--- src/sv/i2cm_pkg.sv ---
// Shared types and constants for the I2C register-access master.
`timescale 1ns / 1ps
`default_nettype none

package i2cm_pkg;

  // Sequencer phases
  typedef enum logic [2:0] {
    PH_IDLE,
    PH_WAIT,
    PH_START,
    PH_TX,
    PH_RESTART,
    PH_RX,
    PH_STOP
  } phase_e;

  // Item kinds
  localparam logic [1:0] KIND_TICK  = 2'd0;
  localparam logic [1:0] KIND_WRITE = 2'd1;
  localparam logic [1:0] KIND_READ  = 2'd2;

  // Register map
  localparam int unsigned PADDR_W = 3;
  localparam logic REG_SETUP = 1'b0;
  localparam logic REG_HALF  = 1'b1;

  localparam logic [7:0] SETUP_RST = 8'd5;
  localparam logic [7:0] HALF_RST  = 8'd25;
  localparam logic [7:0] HALF_MIN  = 8'd2;

  localparam logic [3:0] BITS_PER_BYTE = 4'd8;
  localparam logic [3:0] SUB_STEP_1    = 4'd1;
  localparam logic [3:0] SUB_STEP_2    = 4'd2;

  typedef struct packed {
    logic [1:0] kind;
    logic [6:0] device_address;
    logic [7:0] register_address;
    logic [7:0] write_value;
    logic [7:0] read_count;
    logic       sda_in;
    logic       scl_in;
  } i2cm_in_t;

  typedef struct packed {
    logic       scl_pull_low;
    logic       sda_pull_low;
    logic [7:0] rx_data;
    logic       rx_valid;
    logic       rx_final;
    logic       no_ack;
    logic       engine_busy;
    logic       transfer_done;
    logic       command_rejected;
  } i2cm_out_t;

  // Effective (clamped) bit timing
  typedef struct packed {
    logic [7:0] setup;
    logic [7:0] half;
  } i2cm_timing_t;

endpackage

`default_nettype wire

--- src/sv/i2c_master_register_access_top.sv ---
// Top level of the I2C register-access master: input and result registers, APB, sequencer.
//
//   port     | dir | handshake              | word
//   ---------+-----+------------------------+----------------------------
//   in       | in  | in_valid_i / in_stall_o   | i2cm_in_t  (tick or command)
//   out      | out | out_valid_o / out_stall_i | i2cm_out_t (one per input)
//   apb      | in  | psel/penable/pwrite, pready=1 | setup, half period
//
// One word per clock sustained while the result side is not stalled: a word is
// held in the input register, the sequencer step runs between it and the
// result register, and out_valid_o rises when the result register loads it.
// A stalled result holds; the input register keeps taking a word while the
// result register is free or being drained this cycle.
// Reset clears the sequencer to idle with both lines released and loads
// setup 5 / half period 25. Writes pass the register, then the clamped timing register.
`timescale 1ns / 1ps
`default_nettype none

module i2c_master_register_access_top (
  input  wire logic                          clk_i,
  input  wire logic                          rst_ni,
  input  wire logic                          in_valid_i,
  output logic                               in_stall_o,
  input  wire i2cm_pkg::i2cm_in_t            in_word_i,
  output logic                               out_valid_o,
  input  wire logic                          out_stall_i,
  output i2cm_pkg::i2cm_out_t                out_word_o,
  input  wire logic                          psel,
  input  wire logic                          penable,
  input  wire logic                          pwrite,
  input  wire logic [i2cm_pkg::PADDR_W-1:0]  paddr,
  input  wire logic [31:0]                   pwdata,
  output logic      [31:0]                   prdata,
  output logic                               pready
);

  logic                   in_valid_q, in_valid_d;
  i2cm_pkg::i2cm_in_t     in_word_q;
  logic                   out_valid_q, out_valid_d;
  i2cm_pkg::i2cm_out_t    out_word_q;
  i2cm_pkg::i2cm_out_t    step_res;
  i2cm_pkg::i2cm_timing_t timing;
  logic                   fire, in_take;

  i2cm_regs u_regs (
    .clk_i    (clk_i),
    .rst_ni   (rst_ni),
    .psel     (psel),
    .penable  (penable),
    .pwrite   (pwrite),
    .paddr    (paddr),
    .pwdata   (pwdata),
    .prdata   (prdata),
    .pready   (pready),
    .timing_o (timing)
  );

  i2cm_engine u_engine (
    .clk_i    (clk_i),
    .rst_ni   (rst_ni),
    .step_i   (fire),
    .word_i   (in_word_q),
    .timing_i (timing),
    .result_o (step_res)
  );

  // step when the result register is empty or drains this cycle
  assign fire       = in_valid_q & (~out_valid_q | ~out_stall_i);
  assign in_stall_o = in_valid_q & ~fire;
  assign in_take    = in_valid_i & ~in_stall_o;

  always_comb begin
    in_valid_d = in_valid_q;
    if (in_take)   in_valid_d = 1'b1;
    else if (fire) in_valid_d = 1'b0;
    out_valid_d = out_valid_q;
    if (fire)              out_valid_d = 1'b1;
    else if (!out_stall_i) out_valid_d = 1'b0;
  end

  always_ff @(posedge clk_i or negedge rst_ni) begin
    if (!rst_ni) begin
      in_valid_q  <= 1'b0;
      out_valid_q <= 1'b0;
    end else begin
      in_valid_q  <= in_valid_d;
      out_valid_q <= out_valid_d;
    end
  end

  always_ff @(posedge clk_i) begin
    if (in_take) in_word_q  <= in_word_i;
    if (fire)    out_word_q <= step_res;
  end

  assign out_valid_o = out_valid_q;
  assign out_word_o  = out_word_q;

endmodule

`default_nettype wire

--- src/sv/i2cm_regs.sv ---
// APB register file for the bit timing, with clamped effective values.
`timescale 1ns / 1ps
`default_nettype none

module i2cm_regs (
  input  wire logic                            clk_i,
  input  wire logic                            rst_ni,
  input  wire logic                            psel,
  input  wire logic                            penable,
  input  wire logic                            pwrite,
  input  wire logic [i2cm_pkg::PADDR_W-1:0]    paddr,
  input  wire logic [31:0]                     pwdata,
  output logic      [31:0]                     prdata,
  output logic                                 pready,
  output i2cm_pkg::i2cm_timing_t               timing_o
);

  logic [7:0] setup_q, setup_d;
  logic [7:0] half_q, half_d;
  logic [7:0] half_eff, setup_nz;
  logic       wr_en;
  i2cm_pkg::i2cm_timing_t timing_q, timing_d;

  assign pready = 1'b1;
  assign wr_en  = psel & penable & pwrite & pready;

  always_comb begin
    setup_d = setup_q;
    half_d  = half_q;
    if (wr_en) begin
      case (paddr[2])
        i2cm_pkg::REG_SETUP: setup_d = pwdata[7:0];
        i2cm_pkg::REG_HALF:  half_d  = pwdata[7:0];
        default: ;
      endcase
    end
  end

  always_comb begin
    case (paddr[2])
      i2cm_pkg::REG_SETUP: prdata = {24'd0, setup_q};
      i2cm_pkg::REG_HALF:  prdata = {24'd0, half_q};
      default:             prdata = 32'd0;
    endcase
  end

  // half below 2 -> 2; setup 0 -> 1, setup >= half -> half - 1
  always_comb begin
    half_eff = (half_q < i2cm_pkg::HALF_MIN) ? i2cm_pkg::HALF_MIN : half_q;
    setup_nz = (setup_q == 8'd0) ? 8'd1 : setup_q;
    timing_d.half  = half_eff;
    timing_d.setup = (setup_nz >= half_eff) ? (half_eff - 8'd1) : setup_nz;
  end

  always_ff @(posedge clk_i or negedge rst_ni) begin
    if (!rst_ni) begin
      setup_q        <= i2cm_pkg::SETUP_RST;
      half_q         <= i2cm_pkg::HALF_RST;
      timing_q.setup <= i2cm_pkg::SETUP_RST;
      timing_q.half  <= i2cm_pkg::HALF_RST;
    end else begin
      setup_q  <= setup_d;
      half_q   <= half_d;
      timing_q <= timing_d;
    end
  end

  assign timing_o = timing_q;

endmodule

`default_nettype wire

--- src/sv/i2cm_engine.sv ---
// Bit-level I2C sequencer: state registers and the one-word step logic.
`timescale 1ns / 1ps
`default_nettype none

module i2cm_engine (
  input  wire logic                   clk_i,
  input  wire logic                   rst_ni,
  input  wire logic                   step_i,
  input  wire i2cm_pkg::i2cm_in_t     word_i,
  input  wire i2cm_pkg::i2cm_timing_t timing_i,
  output i2cm_pkg::i2cm_out_t         result_o
);

  typedef struct packed {
    i2cm_pkg::phase_e phase;
    logic [7:0]       tick;
    logic [3:0]       bitpos;
    logic [7:0]       bytes_done;
    logic [7:0]       shift;
    logic [6:0]       held_dev;
    logic [7:0]       held_reg;
    logic [7:0]       held_value;
    logic [7:0]       held_count;
    logic             is_read;
    logic             scl_low;
    logic             sda_low;
  } eng_state_t;

  eng_state_t st_q, st_d;
  logic [8:0] tc_inc;
  logic       inc_ge_s, inc_ge_h, last_rx, bit_lt8;
  logic [7:0] rx_shift;

  function automatic eng_state_t begin_byte(eng_state_t s, logic [1:0] idx);
    eng_state_t r;
    logic [7:0] addr_byte;
    r = s;
    addr_byte = {s.held_dev, 1'b0};
    r.bytes_done = {6'd0, idx};
    case (idx)
      2'd0:    r.shift = addr_byte;
      2'd1:    r.shift = s.held_reg;
      default: r.shift = s.is_read ? {s.held_dev, 1'b1} : s.held_value;
    endcase
    r.bitpos = '0;
    r.tick   = '0;
    r.phase  = i2cm_pkg::PH_TX;
    return r;
  endfunction

  function automatic eng_state_t enter_stop(eng_state_t s);
    eng_state_t r;
    r = s;
    r.phase  = i2cm_pkg::PH_STOP;
    r.bitpos = '0;
    r.tick   = '0;
    return r;
  endfunction

  always_comb begin
    tc_inc   = {1'b0, st_q.tick} + 9'd1;
    inc_ge_s = tc_inc >= {1'b0, timing_i.setup};
    inc_ge_h = tc_inc >= {1'b0, timing_i.half};
    last_rx  = ({1'b0, st_q.bytes_done} + 9'd1) >= {1'b0, st_q.held_count};
    bit_lt8  = st_q.bitpos < i2cm_pkg::BITS_PER_BYTE;
    rx_shift = {st_q.shift[6:0], word_i.sda_in};
  end

  always_comb begin
    st_d     = st_q;
    result_o = '0;
    case (word_i.kind)
      i2cm_pkg::KIND_WRITE, i2cm_pkg::KIND_READ: begin
        if (st_q.phase != i2cm_pkg::PH_IDLE) begin
          result_o.command_rejected = 1'b1;
        end else begin
          st_d.held_dev   = word_i.device_address;
          st_d.held_reg   = word_i.register_address;
          st_d.held_value = word_i.write_value;
          st_d.held_count = (word_i.read_count == 8'd0) ? 8'd1 : word_i.read_count;
          st_d.is_read    = (word_i.kind == i2cm_pkg::KIND_READ);
          st_d.tick       = '0;
          st_d.bitpos     = '0;
          st_d.bytes_done = '0;
          st_d.phase      = i2cm_pkg::PH_WAIT;
        end
      end
      i2cm_pkg::KIND_TICK: begin
        case (st_q.phase)
          i2cm_pkg::PH_WAIT: begin
            // bus idle: both lines high
            if (word_i.sda_in && word_i.scl_in) begin
              st_d.phase   = i2cm_pkg::PH_START;
              st_d.sda_low = 1'b1;
              st_d.scl_low = 1'b0;
              st_d.tick    = '0;
            end
          end
          i2cm_pkg::PH_START: begin
            st_d.tick = tc_inc[7:0];
            if (inc_ge_s) begin
              st_d.scl_low = 1'b1;
              st_d = begin_byte(st_d, 2'd0);
            end
          end
          i2cm_pkg::PH_TX, i2cm_pkg::PH_RX: begin
            st_d.tick = tc_inc[7:0];
            if (st_q.scl_low) begin
              if (inc_ge_s) begin
                if (st_q.phase == i2cm_pkg::PH_TX) begin
                  st_d.sda_low = bit_lt8 ? ~st_q.shift[7] : 1'b0;
                end else begin
                  st_d.sda_low = bit_lt8 ? 1'b0 : ~last_rx;
                end
              end
              if (inc_ge_h) begin
                st_d.scl_low = 1'b0;
                st_d.tick    = '0;
              end
            end else if (inc_ge_h) begin
              // end of SCL high: sample SDA
              st_d.scl_low = 1'b1;
              st_d.tick    = '0;
              if (st_q.phase == i2cm_pkg::PH_TX) begin
                if (bit_lt8) begin
                  st_d.shift  = {st_q.shift[6:0], 1'b0};
                  st_d.bitpos = st_q.bitpos + 4'd1;
                end else begin
                  result_o.no_ack = word_i.sda_in;
                  if (st_q.bytes_done == 8'd0) begin
                    st_d = begin_byte(st_d, 2'd1);
                  end else if (st_q.bytes_done == 8'd1) begin
                    if (st_q.is_read) begin
                      st_d.phase  = i2cm_pkg::PH_RESTART;
                      st_d.bitpos = '0;
                    end else begin
                      st_d = begin_byte(st_d, 2'd2);
                    end
                  end else if (st_q.is_read) begin
                    st_d.phase      = i2cm_pkg::PH_RX;
                    st_d.bytes_done = '0;
                    st_d.bitpos     = '0;
                    st_d.shift      = '0;
                  end else begin
                    st_d = enter_stop(st_d);
                  end
                end
              end else begin
                if (bit_lt8) begin
                  st_d.shift  = rx_shift;
                  st_d.bitpos = st_q.bitpos + 4'd1;
                  if (st_q.bitpos == i2cm_pkg::BITS_PER_BYTE - 4'd1) begin
                    result_o.rx_valid = 1'b1;
                    result_o.rx_data  = rx_shift;
                    result_o.rx_final = last_rx;
                  end
                end else if (last_rx) begin
                  st_d = enter_stop(st_d);
                end else begin
                  st_d.bytes_done = st_q.bytes_done + 8'd1;
                  st_d.bitpos     = '0;
                  st_d.shift      = '0;
                end
              end
            end
          end
          i2cm_pkg::PH_RESTART: begin
            st_d.tick = tc_inc[7:0];
            if (st_q.bitpos == 4'd0) begin
              st_d.sda_low = 1'b0;
              if (inc_ge_h) begin
                st_d.scl_low = 1'b0;
                st_d.tick    = '0;
                st_d.bitpos  = i2cm_pkg::SUB_STEP_1;
              end
            end else if (st_q.bitpos == i2cm_pkg::SUB_STEP_1) begin
              if (inc_ge_s) begin
                st_d.sda_low = 1'b1;
                st_d.tick    = '0;
                st_d.bitpos  = i2cm_pkg::SUB_STEP_2;
              end
            end else if (inc_ge_s) begin
              st_d.scl_low = 1'b1;
              st_d = begin_byte(st_d, 2'd2);
            end
          end
          i2cm_pkg::PH_STOP: begin
            st_d.tick = tc_inc[7:0];
            if (st_q.bitpos == 4'd0) begin
              if (inc_ge_s) st_d.sda_low = 1'b1;
              if (inc_ge_h) begin
                st_d.scl_low = 1'b0;
                st_d.tick    = '0;
                st_d.bitpos  = i2cm_pkg::SUB_STEP_1;
              end
            end else if (inc_ge_s) begin
              st_d.sda_low           = 1'b0;
              result_o.transfer_done = 1'b1;
              st_d.phase             = i2cm_pkg::PH_IDLE;
              st_d.tick              = '0;
              st_d.bitpos            = '0;
              st_d.bytes_done        = '0;
            end
          end
          default: ;
        endcase
      end
      default: ;
    endcase
    result_o.scl_pull_low = st_d.scl_low;
    result_o.sda_pull_low = st_d.sda_low;
    result_o.engine_busy  = (st_d.phase != i2cm_pkg::PH_IDLE);
  end

  // all-zero state is idle with both lines released
  always_ff @(posedge clk_i or negedge rst_ni) begin
    if (!rst_ni) begin
      st_q <= '0;
    end else if (step_i) begin
      st_q <= st_d;
    end
  end

endmodule

`default_nettype wire

--- config.mk ---
export PLATFORM = sky130hd
export DESIGN_NAME = i2c_master_register_access_top
export DESIGN_NICKNAME = d
export VERILOG_FILES = /design/src/sv/i2cm_pkg.sv /design/src/sv/i2c_master_register_access_top.sv /design/src/sv/i2cm_regs.sv /design/src/sv/i2cm_engine.sv
export SDC_FILE = /design/constraint.sdc
export NUM_CORES = 1
export LEC_CHECK = 0
export BUFFER_PORTS_ARGS = -buffer_cell sky130_fd_sc_hd__buf_2
export CORE_MARGIN = 8
export CORE_UTILIZATION = 30
export DETAILED_ROUTE_END_ITERATION = 6
export PLACE_DENSITY = 0.48
export SYNTH_ARGS = -nofsm -noshare
export SYNTH_HDL_FRONTEND = slang
export SYNTH_SLANG_ARGS = --single-unit
--- constraint.sdc ---
create_clock -name clk_i -period 6 [get_ports clk_i]
set_input_delay 0.3 -clock clk_i [delete_from_list [all_inputs] [get_ports clk_i]]
set_output_delay 0.3 -clock clk_i [all_outputs]
set_load 0.01 [all_outputs]
# Word-level counts from Yosys, hierarchy flattened
# Cells that the tools add are included.
[totals] reg_bits=150 in_bits=77 out_inout_bits=51 elab_cells=215
[op_classes] add_sub_neg=5 n_lt_le_gt_ge=6 n_eq_ne=47 mux=77 bitwise_logic=21 n_reduce_logical=25
[op_table] cell="65-bit two-way mux" n=8
[op_table] cell="32-bit one-hot mux with 2 select lines" n=2
[op_table] cell="40-bit one-hot mux with 3 select lines" n=1
[op_table] cell="8-bit two-way mux" n=12
[op_table] cell="12-bit two-way mux" n=5
[op_table] cell="11-bit one-hot mux with 5 select lines" n=1
[op_table] cell="52-bit two-way mux" n=1
[op_table] cell="50-bit two-way mux" n=1
[op_table] cell="49-bit two-way mux" n=1
[op_table] cell="48-bit two-way mux" n=1
[op_table] cell="12-bit one-hot mux with 4 select lines" n=1
[op_table] cell="23-bit two-way mux" n=2
[op_table] cell="23-bit one-hot mux with 2 select lines" n=1
[op_table] cell="11-bit two-way mux" n=4
[op_table] cell="34-bit two-way mux" n=1
[op_table] cell="16-bit two-way mux" n=2
[op_table] cell="32-bit two-way mux" n=1
[op_table] cell="9-bit by 8-bit greater-or-equal comparator with 1-bit output" n=3
[op_table] cell="8-bit logical NOT" n=3
[op_table] cell="12-bit AND reduction" n=2
[op_table] cell="20-bit two-way mux" n=1
[op_table] cell="2-bit inequality test (second input constant)" n=10
[op_table] cell="8-bit by 1-bit adder with 9-bit output (second input constant)" n=2
[op_table] cell="1-bit two-way mux" n=17
[op_table] cell="45 further kinds" n=98

# Depth between registers and ports, before layout
# Gate-level depths: netlist of the first run.
[depth] word_depth=11 ltp_mapped=16 ltp_nobuf=16

# Hierarchy
# From an unflattened synthesis of the first run, not the netlist that was laid out.
[hier_totals] cells_unflattened=835 area_unflattened_um2=8415.6
[by_module_without_submodules] mod="i2cm_engine" instances=1 cells_per_inst=616 area_per_inst_um2=5011.1 seq_area_each_um2=1626.6
[by_module_without_submodules] mod="i2cm_regs" instances=1 cells_per_inst=160 area_per_inst_um2=1780.5 seq_area_each_um2=813.3
[by_module_without_submodules] mod="i2c_master_register_access_top" instances=1 cells_per_inst=59 area_per_inst_um2=1624.1 seq_area_each_um2=1581.5

# Least setup slack after synthesis of the first run
# No wires, ideal clock.
[synth_timing] path_type="register -> register" startpoint="register u_engine.st_q[54] (netlist bit)" endpoint="register u_engine.st_q[1] (netlist bit)" setup_time_ps=125 t_arrival_ps=3389 required_ps=5875 slack_ps=2486 path_stages_with_launch=17 path_buffers=0 period_less_slack_ps=3514 cell_sequence="dfrtp_1 > ha_1 > nand2_1 > nor2_1 > xor2_1 > ha_1 > and3_1 > a32o_1 > a2111oi_4 > nand2_1 > clkinv_1 > ha_1 > nor2_1 > a21oi_1 > nand3b_1 > a22o_1 > mux2_2"
[synth_lines] item="start, declared" line="i2cm_engine.sv:29" rtl="eng_state_t st_q, st_d;"
[synth_lines] item="start signal, assigned" line="i2cm_engine.sv:220" rtl="st_q <= st_d;"

==> flow_summary.json, run 1 <==
{
  "status": "finished, final reports clean",
  "power.share.clock": 0.296,
  "syn_area_um2": 8240,
  "syn-instance-count": 745,
  "power_density_nw_per_um2": 380.0,
  "rows": 60,
  "vias": 5835,
  "final-seq-area_um2": 4021,
  "ioPinCount": 128,
  "worstPathCellList": "nand3_1 -> nor2_1 -> nand3_1 -> xnor2_1 -> ha_1 -> and3_1 -> a32o_1 -> a2111oi_4 -> nand2_1 -> clkinv_1 -> ha_1 -> nor2_1 -> a21oi_1 -> nand3b_1 -> a22o_1 -> mux2_2",
  "period_share": 0.6872,
  "seq_area_frac_synth": 0.4880,
  "slowest_stage": "a2111oi_4",
  "p_sw_mw": 1.257,
  "ys_ff_latch": 150,
  "worst_slew_pin_slew_ns": 0.9169,
  "ys_async_sr_fraction": 0.6600,
  "cts_setup_buffers": 0,
  "track_usage": 0.1260,
  "r2r_end": "u_engine.st_q[1]",
  "r2r_setup_slack_ns": 1.88,
  "grt_overflow": 0,
  "drc": 0,
  "hold_end": "in_word_q[17]",
  "area_growth_pct": 14.36,
  "multi_input_area_um2": 3776,
  "drive_above_1_share": 0.2524,
  "die_w_um": 181.7,
  "hp-class": "in -> reg",
  "skew_ns": 0.01272,
  "drv_cap": 0,
  "seqPwrFrac": 0.427,
  "min_period_ns": 4.123,
  "cts_buffers": 17,
  "synthFlopType": "dfrtp_1",
  "n_antenna_cell": 0,
  "cts.clk_slew.worst_paths_ns": 0.07,
  "gp_congestion": 0.8726,
  "layout_commonest_cell": "dfrtp_1",
  "num-nets-final": 931,
  "cts.sinks": 150,
  "finalSetupViolCount": 0,
  "leakagePower_nw": 4.086,
  "viasPerCell": 5.026,
  "cts_tree": "built",
  "max_stage_delay_ns": 0.47,
  "n_fill_cell": 2690,
  "worstPathMaxFanout": 10,
  "placed_cells": 1128,
  "tns_ns": 0,
  "internal_power_mw": 2.324,
  "ff2ff_path_depth": 16,
  "port_buffers": 76,
  "hold_viol_final": 0,
  "synth-edff-count": 51,
  "cts_resized": 0,
  "wl_per_cell_um": 17.53,
  "coreArea_um2": 26950,
  "synth_top_cells_by_area": "dfrtp_1 27%, edfxtp_1 19%, mux2_2 9.3%",
  "path_class": "reg -> reg",
  "final_cell_mix": "89 x dfrtp_1, 75 x buf_2, 68 x mux2_2",
  "root_buffer": "clkbuf_16",
  "hold_buffers": 1,
  "synth_top_area_frac": 0.2703,
  "r2r_start": "u_engine.st_q[56]",
  "hold_path_depth": 1,
  "clkLatencyLatePin_ns": 0.43,
  "die_area_um2": 33030,
  "max-slew-margin-rel": 0.3841,
  "drtIter0Drc": 549,
  "critPathArrivalTime_ns": 4.43,
  "initial_utilization": 0.3058,
  "antenna_found_initial": 0,
  "yosysTopAreaCell": "dfrtp_1",
  "endpoint_kind": "register",
  "ys_warn_count": 0,
  "wirelength_um": 20360,
  "hold_path_startpoint": "in_word_i[17]",
  "grt_max_degree": 68,
  "start_kind": "register",
  "cts_max_level": 4,
  "rsz0062_at_grt": "no",
  "dr.pass1.iters": 6,
  "avgSynthCellArea_um2": 11.06,
  "ir_drop_uv": 195.6,
  "final_core_util": 0.3497,
  "cts_buffer_depth": 2,
  "switching_share": 0.3510,
  "yosysUniqueCellTypes": 76,
  "fmax_mhz": 242.5,
  "dp_hpwl_um": 15060,
  "grt_pass1_vias": 5969,
  "die_h_um": 181.7,
  "slew_violations": 0,
  "ant_nets": 0,
  "final_cells": 1161,
  "power_frac_comb": 0.277,
  "grt_first_pass_wirelength_um": 33190,
  "cp.required_ns": 6.31
}
power by group through the flow:
stage | Sequential [mW] | Clock, mW | Combinational [mW]
2_1_floorplan | 1.43 | 0 | 0.807
3_3_place_gp | 1.55 | 0 | 0.982
3_5_place_dp | 1.55 | 0 | 0.985
4_1_cts | 1.53 | 1.09 | 0.993
5_1_grt | 1.57 | 1.13 | 1.12
6_report | 1.53 | 1.06 | 0.991
layout make-up:
cell class | instances | area share
sequential | 150 | 0.4267
multi-input combinational | 505 | 0.4007
tap | 341 | 0.04527
clock buffer | 17 | 0.04514
timing repair buffer | 81 | 0.04488
inverter | 52 | 0.02071
clock inverter | 15 | 0.01660
stage by stage:
stage               setup WS [ns]  cell area, um2  hold WS [ns]  power (mW)
global route                1.565            9424       0.02144       3.820
finish                      1.877            9424       0.04247       3.581
CTS                         1.863            9424       0.02023       3.616
detailed placement          1.886            8832        0.2896       2.535
global placement            1.896            8832        0.2898       2.529
floorplan                   2.486            8327      0.004409       2.234
flip-flops by register name, summed over array words and instances, names as in the netlist:
name and cells:
out_word_o 16, u_regs.half_q 8, u_engine.st_q 58, u_regs.timing_o 16
out_valid_o 1, in_word_q 35, u_engine.rx_shift 7, in_valid_q 1
u_regs.setup_q 8
cells in the mapped netlist (3+ instances only):
cell / instances
or3_1: 4
o21a_1: 4
or2_2: 3
o221ai_1: 3
and2_1: 9
a21oi_1: 28
a222oi_1: 7
o41ai_1: 7
o31ai_1: 3
a21o_1: 8
nand2_1: 53
a41oi_1: 4
and3_1: 4
nand3_1: 18
nor2b_1: 9
inv_1: 50
nand2b_1: 7
buf_4: 25
nor3_1: 15
o21ai_0: 22
a22o_1: 10
buf_1: 4
nor4_1: 10
dfstp_2: 10
a32oi_1: 3
mux2_2: 68
xor2_1: 7
a221o_1: 5
ha_1: 47
nor2_1: 35
dfrtp_1: 89
buf_2: 3
a211o_1: 3
edfxtp_1: 51
a31oi_1: 4
mux2i_1: 6
a211oi_1: 7
xnor2_1: 11
nand4_1: 8
clkbuf_1: 28
worst max-delay path by stage:
stage                                  from                to  slack (ns)
after global routing      u_engine.st_q[56]  u_engine.st_q[1]        1.57
after floorplan           u_engine.st_q[54]  u_engine.st_q[1]        2.49
final                     u_engine.st_q[56]  u_engine.st_q[1]        1.88
after CTS                 u_engine.st_q[56]  u_engine.st_q[1]        1.86
after detailed placement  u_engine.st_q[54]  u_engine.st_q[1]        1.89
after global placement    u_engine.st_q[56]  u_engine.st_q[1]        1.90
critical path, delay by kind of cell, from the launching register on:
| kind | cells | cell delay (ns) |
|---|---|---|
| fa+ha+maj | 2 | 0.49 |
| flops | 1 | 0.42 |
| compound gates | 4 | 1.14 |
| buf+inv | 1 | 0.28 |
| xor+xnor | 1 | 0.32 |
| simple gates | 7 | 1.09 |
| mux | 1 | 0.26 |
routing by layer:
layer  track usage  wire length, um  part of all wire  vias to the layer above
met4       0.03837              218             0.011                        0
met2        0.1966             9275              0.46                      165
met1        0.1729             9989              0.49                     2840
met5             0                0                 0                        -
met3       0.02575              874             0.043                       18
li1              -                -                 -                     2812
cell families (layout without fill, tap and decap cells):
kind of cell / after synthesis / after routing / share of synthesized area
other: 2 / 25 / 0.0009114
xor gates and xnor gates: 18 / 18 / 0.01913
DFF: 150 / 150 / 0.4880
AOI/OAI and AO/OA: 149 / 149 / 0.1382
adders and majority gates: 47 / 47 / 0.07136
buffers and inverters: 113 / 165 / 0.06423
and+or+nand+nor: 192 / 192 / 0.1180
muxes: 74 / 74 / 0.1002
No activity file was read; power rests on OpenSTA's default activity.
==> run 2: changes to the inputs <==
--- a/config.mk
+++ b/config.mk
@@ -5,11 +5,12 @@
 export SDC_FILE = /design/constraint.sdc
 export NUM_CORES = 1
 export LEC_CHECK = 0
+export ABC_AREA = 1
 export BUFFER_PORTS_ARGS = -buffer_cell sky130_fd_sc_hd__buf_2
 export CORE_MARGIN = 8
 export CORE_UTILIZATION = 30
 export DETAILED_ROUTE_END_ITERATION = 6
-export PLACE_DENSITY = 0.48
+export PLACE_DENSITY = 0.49
 export SYNTH_ARGS = -nofsm -noshare
 export SYNTH_HDL_FRONTEND = slang
 export SYNTH_SLANG_ARGS = --single-unit
==> constraint.sdc (replaced) <==
create_clock -name clk_i -period 3.4 [get_ports clk_i]
set_input_delay 0.17 -clock clk_i [delete_from_list [all_inputs] [get_ports clk_i]]
set_output_delay 0.17 -clock clk_i [all_outputs]
set_load 0.01 [all_outputs]
==> flow_summary.json, run 2 <==
{
  "die_h_um": 185.0,
  "synth-edff-count": 51,
  "drc": 0,
  "fin_area_um2": 10290,
  "cts_max_level": 4,
  "dr.pass1.iters": 6,
  "grt_overflow": 0,
  "ant_nets": 0,
  "viasPerCell": 4.453,
  "hold_viol_final": 0,
  "die_w_um": 185.0,
  "synthFlopType": "dfrtp_1",
  "drv_cap": 0,
  "ys_warn_count": 0,
  "cts.clk_slew.worst_paths_ns": 0.06,
  "largest_reg_flops": 58,
  "p_sw_mw": 2.322,
  "coreArea_um2": 28390,
  "seqPwrFrac": 0.409,
  "dp_hpwl_um": 15870,
  "layout_commonest_cell": "nand2_1",
  "drive_above_1_share": 0.1642,
  "avgSynthCellArea_um2": 8.394,
  "root_buffer": "clkbuf_16",
  "initial_utilization": 0.3019,
  "cts.sinks": 150,
  "post_dp_cell_area_um2": 9275,
  "max-slew-margin-rel": 0.3974,
  "yosysUniqueCellTypes": 58,
  "power_frac_comb": 0.311,
  "switching_share": 0.3703,
  "dp_slack_ns": 0.2367,
  "skew_ns": 0.01863,
  "cts_buffer_depth": 2,
  "drtIter0Drc": 440,
  "period_share": 0.9095,
  "vias": 6835,
  "fmax_mhz": 323.4,
  "clkLatencyLatePin_ns": 0.44,
  "power.share.clock": 0.281,
  "ioPinCount": 128,
  "reg_top3": "u_engine.st_q x58, in_word_q x35",
  "setup_ws_ns": 0.3078,
  "synth_most_common_cell": "nand2_1",
  "ir_drop_uv": 338.4,
  "regMostFlops": "u_engine.st_q",
  "wl_per_cell_um": 14.17,
  "critPathArrivalTime_ns": 3.40,
  "hp-class": "in -> reg",
  "status": "finished, final reports clean",
  "fin_hold_ws_ns": 0.006980,
  "worst_slew_pin_slew_ns": 0.9039,
  "yosysTopAreaCell": "dfrtp_1",
  "worstPathMaxFanout": 9,
  "path_class": "reg -> reg",
  "synthTopCellsByCount": "284 x nand2_1, 126 x inv_1, 89 x dfrtp_1",
  "ys_ff_latch": 150,
  "endpoint_kind": "register",
  "cts_tree": "built",
  "finalSetupViolCount": 0,
  "cts_buffers": 17,
  "tns_ns": 0,
  "wirelength_um": 21750,
  "grt_first_pass_wirelength_um": 35690,
  "area_growth_pct": 20.09,
  "start_kind": "register",
  "min_period_ns": 3.092,
  "syn-instance-count": 1021,
  "die_area_um2": 34230,
  "seq_area_frac_synth": 0.4692,
  "power_density_nw_per_um2": 609.3,
  "track_usage": 0.1320,
  "ys_async_sr_fraction": 0.6600,
  "grt_max_degree": 70,
  "syn_area_um2": 8571,
  "synth_top_area_frac": 0.2599,
  "antenna_found_initial": 0,
  "internal_power_mw": 3.949,
  "port_buffers": 76,
  "num-nets-final": 1263,
  "rows": 62,
  "rsz0062_at_grt": "no",
  "n_antenna_cell": 0,
  "final_cell_mix": "284 x nand2_1, 126 x inv_1, 89 x dfrtp_1",
  "synth_top_cells_by_area": "dfrtp_1 26%, edfxtp_1 18%, nand2_1 12%",
  "leakagePower_nw": 4.962,
  "cp.required_ns": 3.71,
  "gp_congestion": 0.8415,
  "slew_violations": 0,
  "grt_pass1_vias": 6803,
  "power_mw": 6.271
}
## run 2: cell types whose count changed in the layout (fill, tap and decap cells not counted), sizes merged, moves of 8 or more
cell	before	now
nand2	53	290
inv	60	142
mux2	68	0
o21ai	23	76
nor2	36	77
dlygate4sd3	1	40
nand3	18	55
buf	80	94
and2	11	0
a22o	10	0
xnor2	11	1
nor2b	9	0
nand4	8	16
## run 2: worst max-delay path: stages (launching register included)
cell and delay [ns]:
dfrtp_1 0.37, ha_1 0.19, nand2_1 0.10, nor2_4 0.15, nand3_1 0.10, xor2_1 0.15, inv_1 0.10, ha_1 0.31
a21o_1 0.17, nand3_1 0.07, nand2_1 0.08, nor2_4 0.17, nand3_4 0.14, buf_4 0.17, nand3b_1 0.16, nand3_2 0.10
nor2_4 0.06, nand2_4 0.09, clkinv_4 0.11, nand2_1 0.10, o21ai_2 0.05
## run 2: layout make-up
| type | count | area (um2) |
|---|---|---|
| Multi-Input combinational cell | 695 | 3784 |
| Clock inverter | 11 | 93.84 |
| Timing Repair Buffer | 134 | 918.4 |
| Tap cell | 384 | 480.5 |
| Sequential cell | 150 | 4021 |
| Fill cell | 2998 | 18100 |
| Inverter | 141 | 548.0 |
| Clock buffer | 20 | 446.7 |
## run 2: worst paths after layout
check / end / slack [ns] / depth (start not counted) / from
setup / recovery: u_engine.st_q[43] / 0.31 / 20 / u_engine.st_q[55]
hold / removal: in_valid_q / 0.007 / 3 / in_valid_i
setup reg to reg: u_engine.st_q[43] / 0.31 / 20 / u_engine.st_q[55]
hold reg to reg: u_regs.timing_o[3] / 0.40 / 0 / u_regs.half_q[3]
max in group asynchronous: u_engine.st_q[17] / 2.20 / 3 / rst_ni
min in group asynchronous: u_regs.setup_q[1] / 0.41 / 2 / rst_ni
## run 2: through the flow
stage | util | cells
global placement | 0.3267 | 1458
floorplan | - | 1044
detailed placement | 0.3267 | 1458
finish | 0.3625 | 1535
CTS | 0.3598 | 1529
global route | 0.3625 | 1535
## run 2: power by group through the flow
stage	sequential, mW	combinational [mW]	clock, mW
floorplan	2.50	1.45	0
global placement	2.60	1.87	0
detailed placement	2.60	1.89	0
CTS	2.56	1.93	1.81
global route	2.61	2.24	1.88
finish	2.56	1.95	1.76
## run 2: kinds of logic (layout without fill, tap and decap cells)
family                   Yosys count  after routing  share of synthesized area
AND/OR/NAND/NOR                  465            466                     0.2407
buffers and inverters            200            306                     0.1035
flip-flops                       150            150                     0.4692
AO/OA/AOI/OAI                    143            143                     0.1028
adder cells (fa/ha/maj)           47             47                    0.06861
XOR/XNOR                          14             14                    0.01431
other                              2             25                  0.0008762
## run 2: metal layers
| metal | global-route usage | up-vias | share of wire |
|---|---|---|---|
| met4 | 0.04866 | 0 | 0.014 |
| met3 | 0.02432 | 21 | 0.043 |
| met2 | 0.2110 | 155 | 0.47 |
| li1 | - | 3499 | - |
| met5 | 0 | - | 0 |
| met1 | 0.1758 | 3160 | 0.47 |
## run 2: repair_timing
action / 4_1_cts / 5_1_grt
buffers inserted: 0 / 5
hold endpoints to repair: 96 / 0
hold buffers: 40 / 0
setup endpoints to repair: 0 / 25
gates resized for setup: 0 / 6
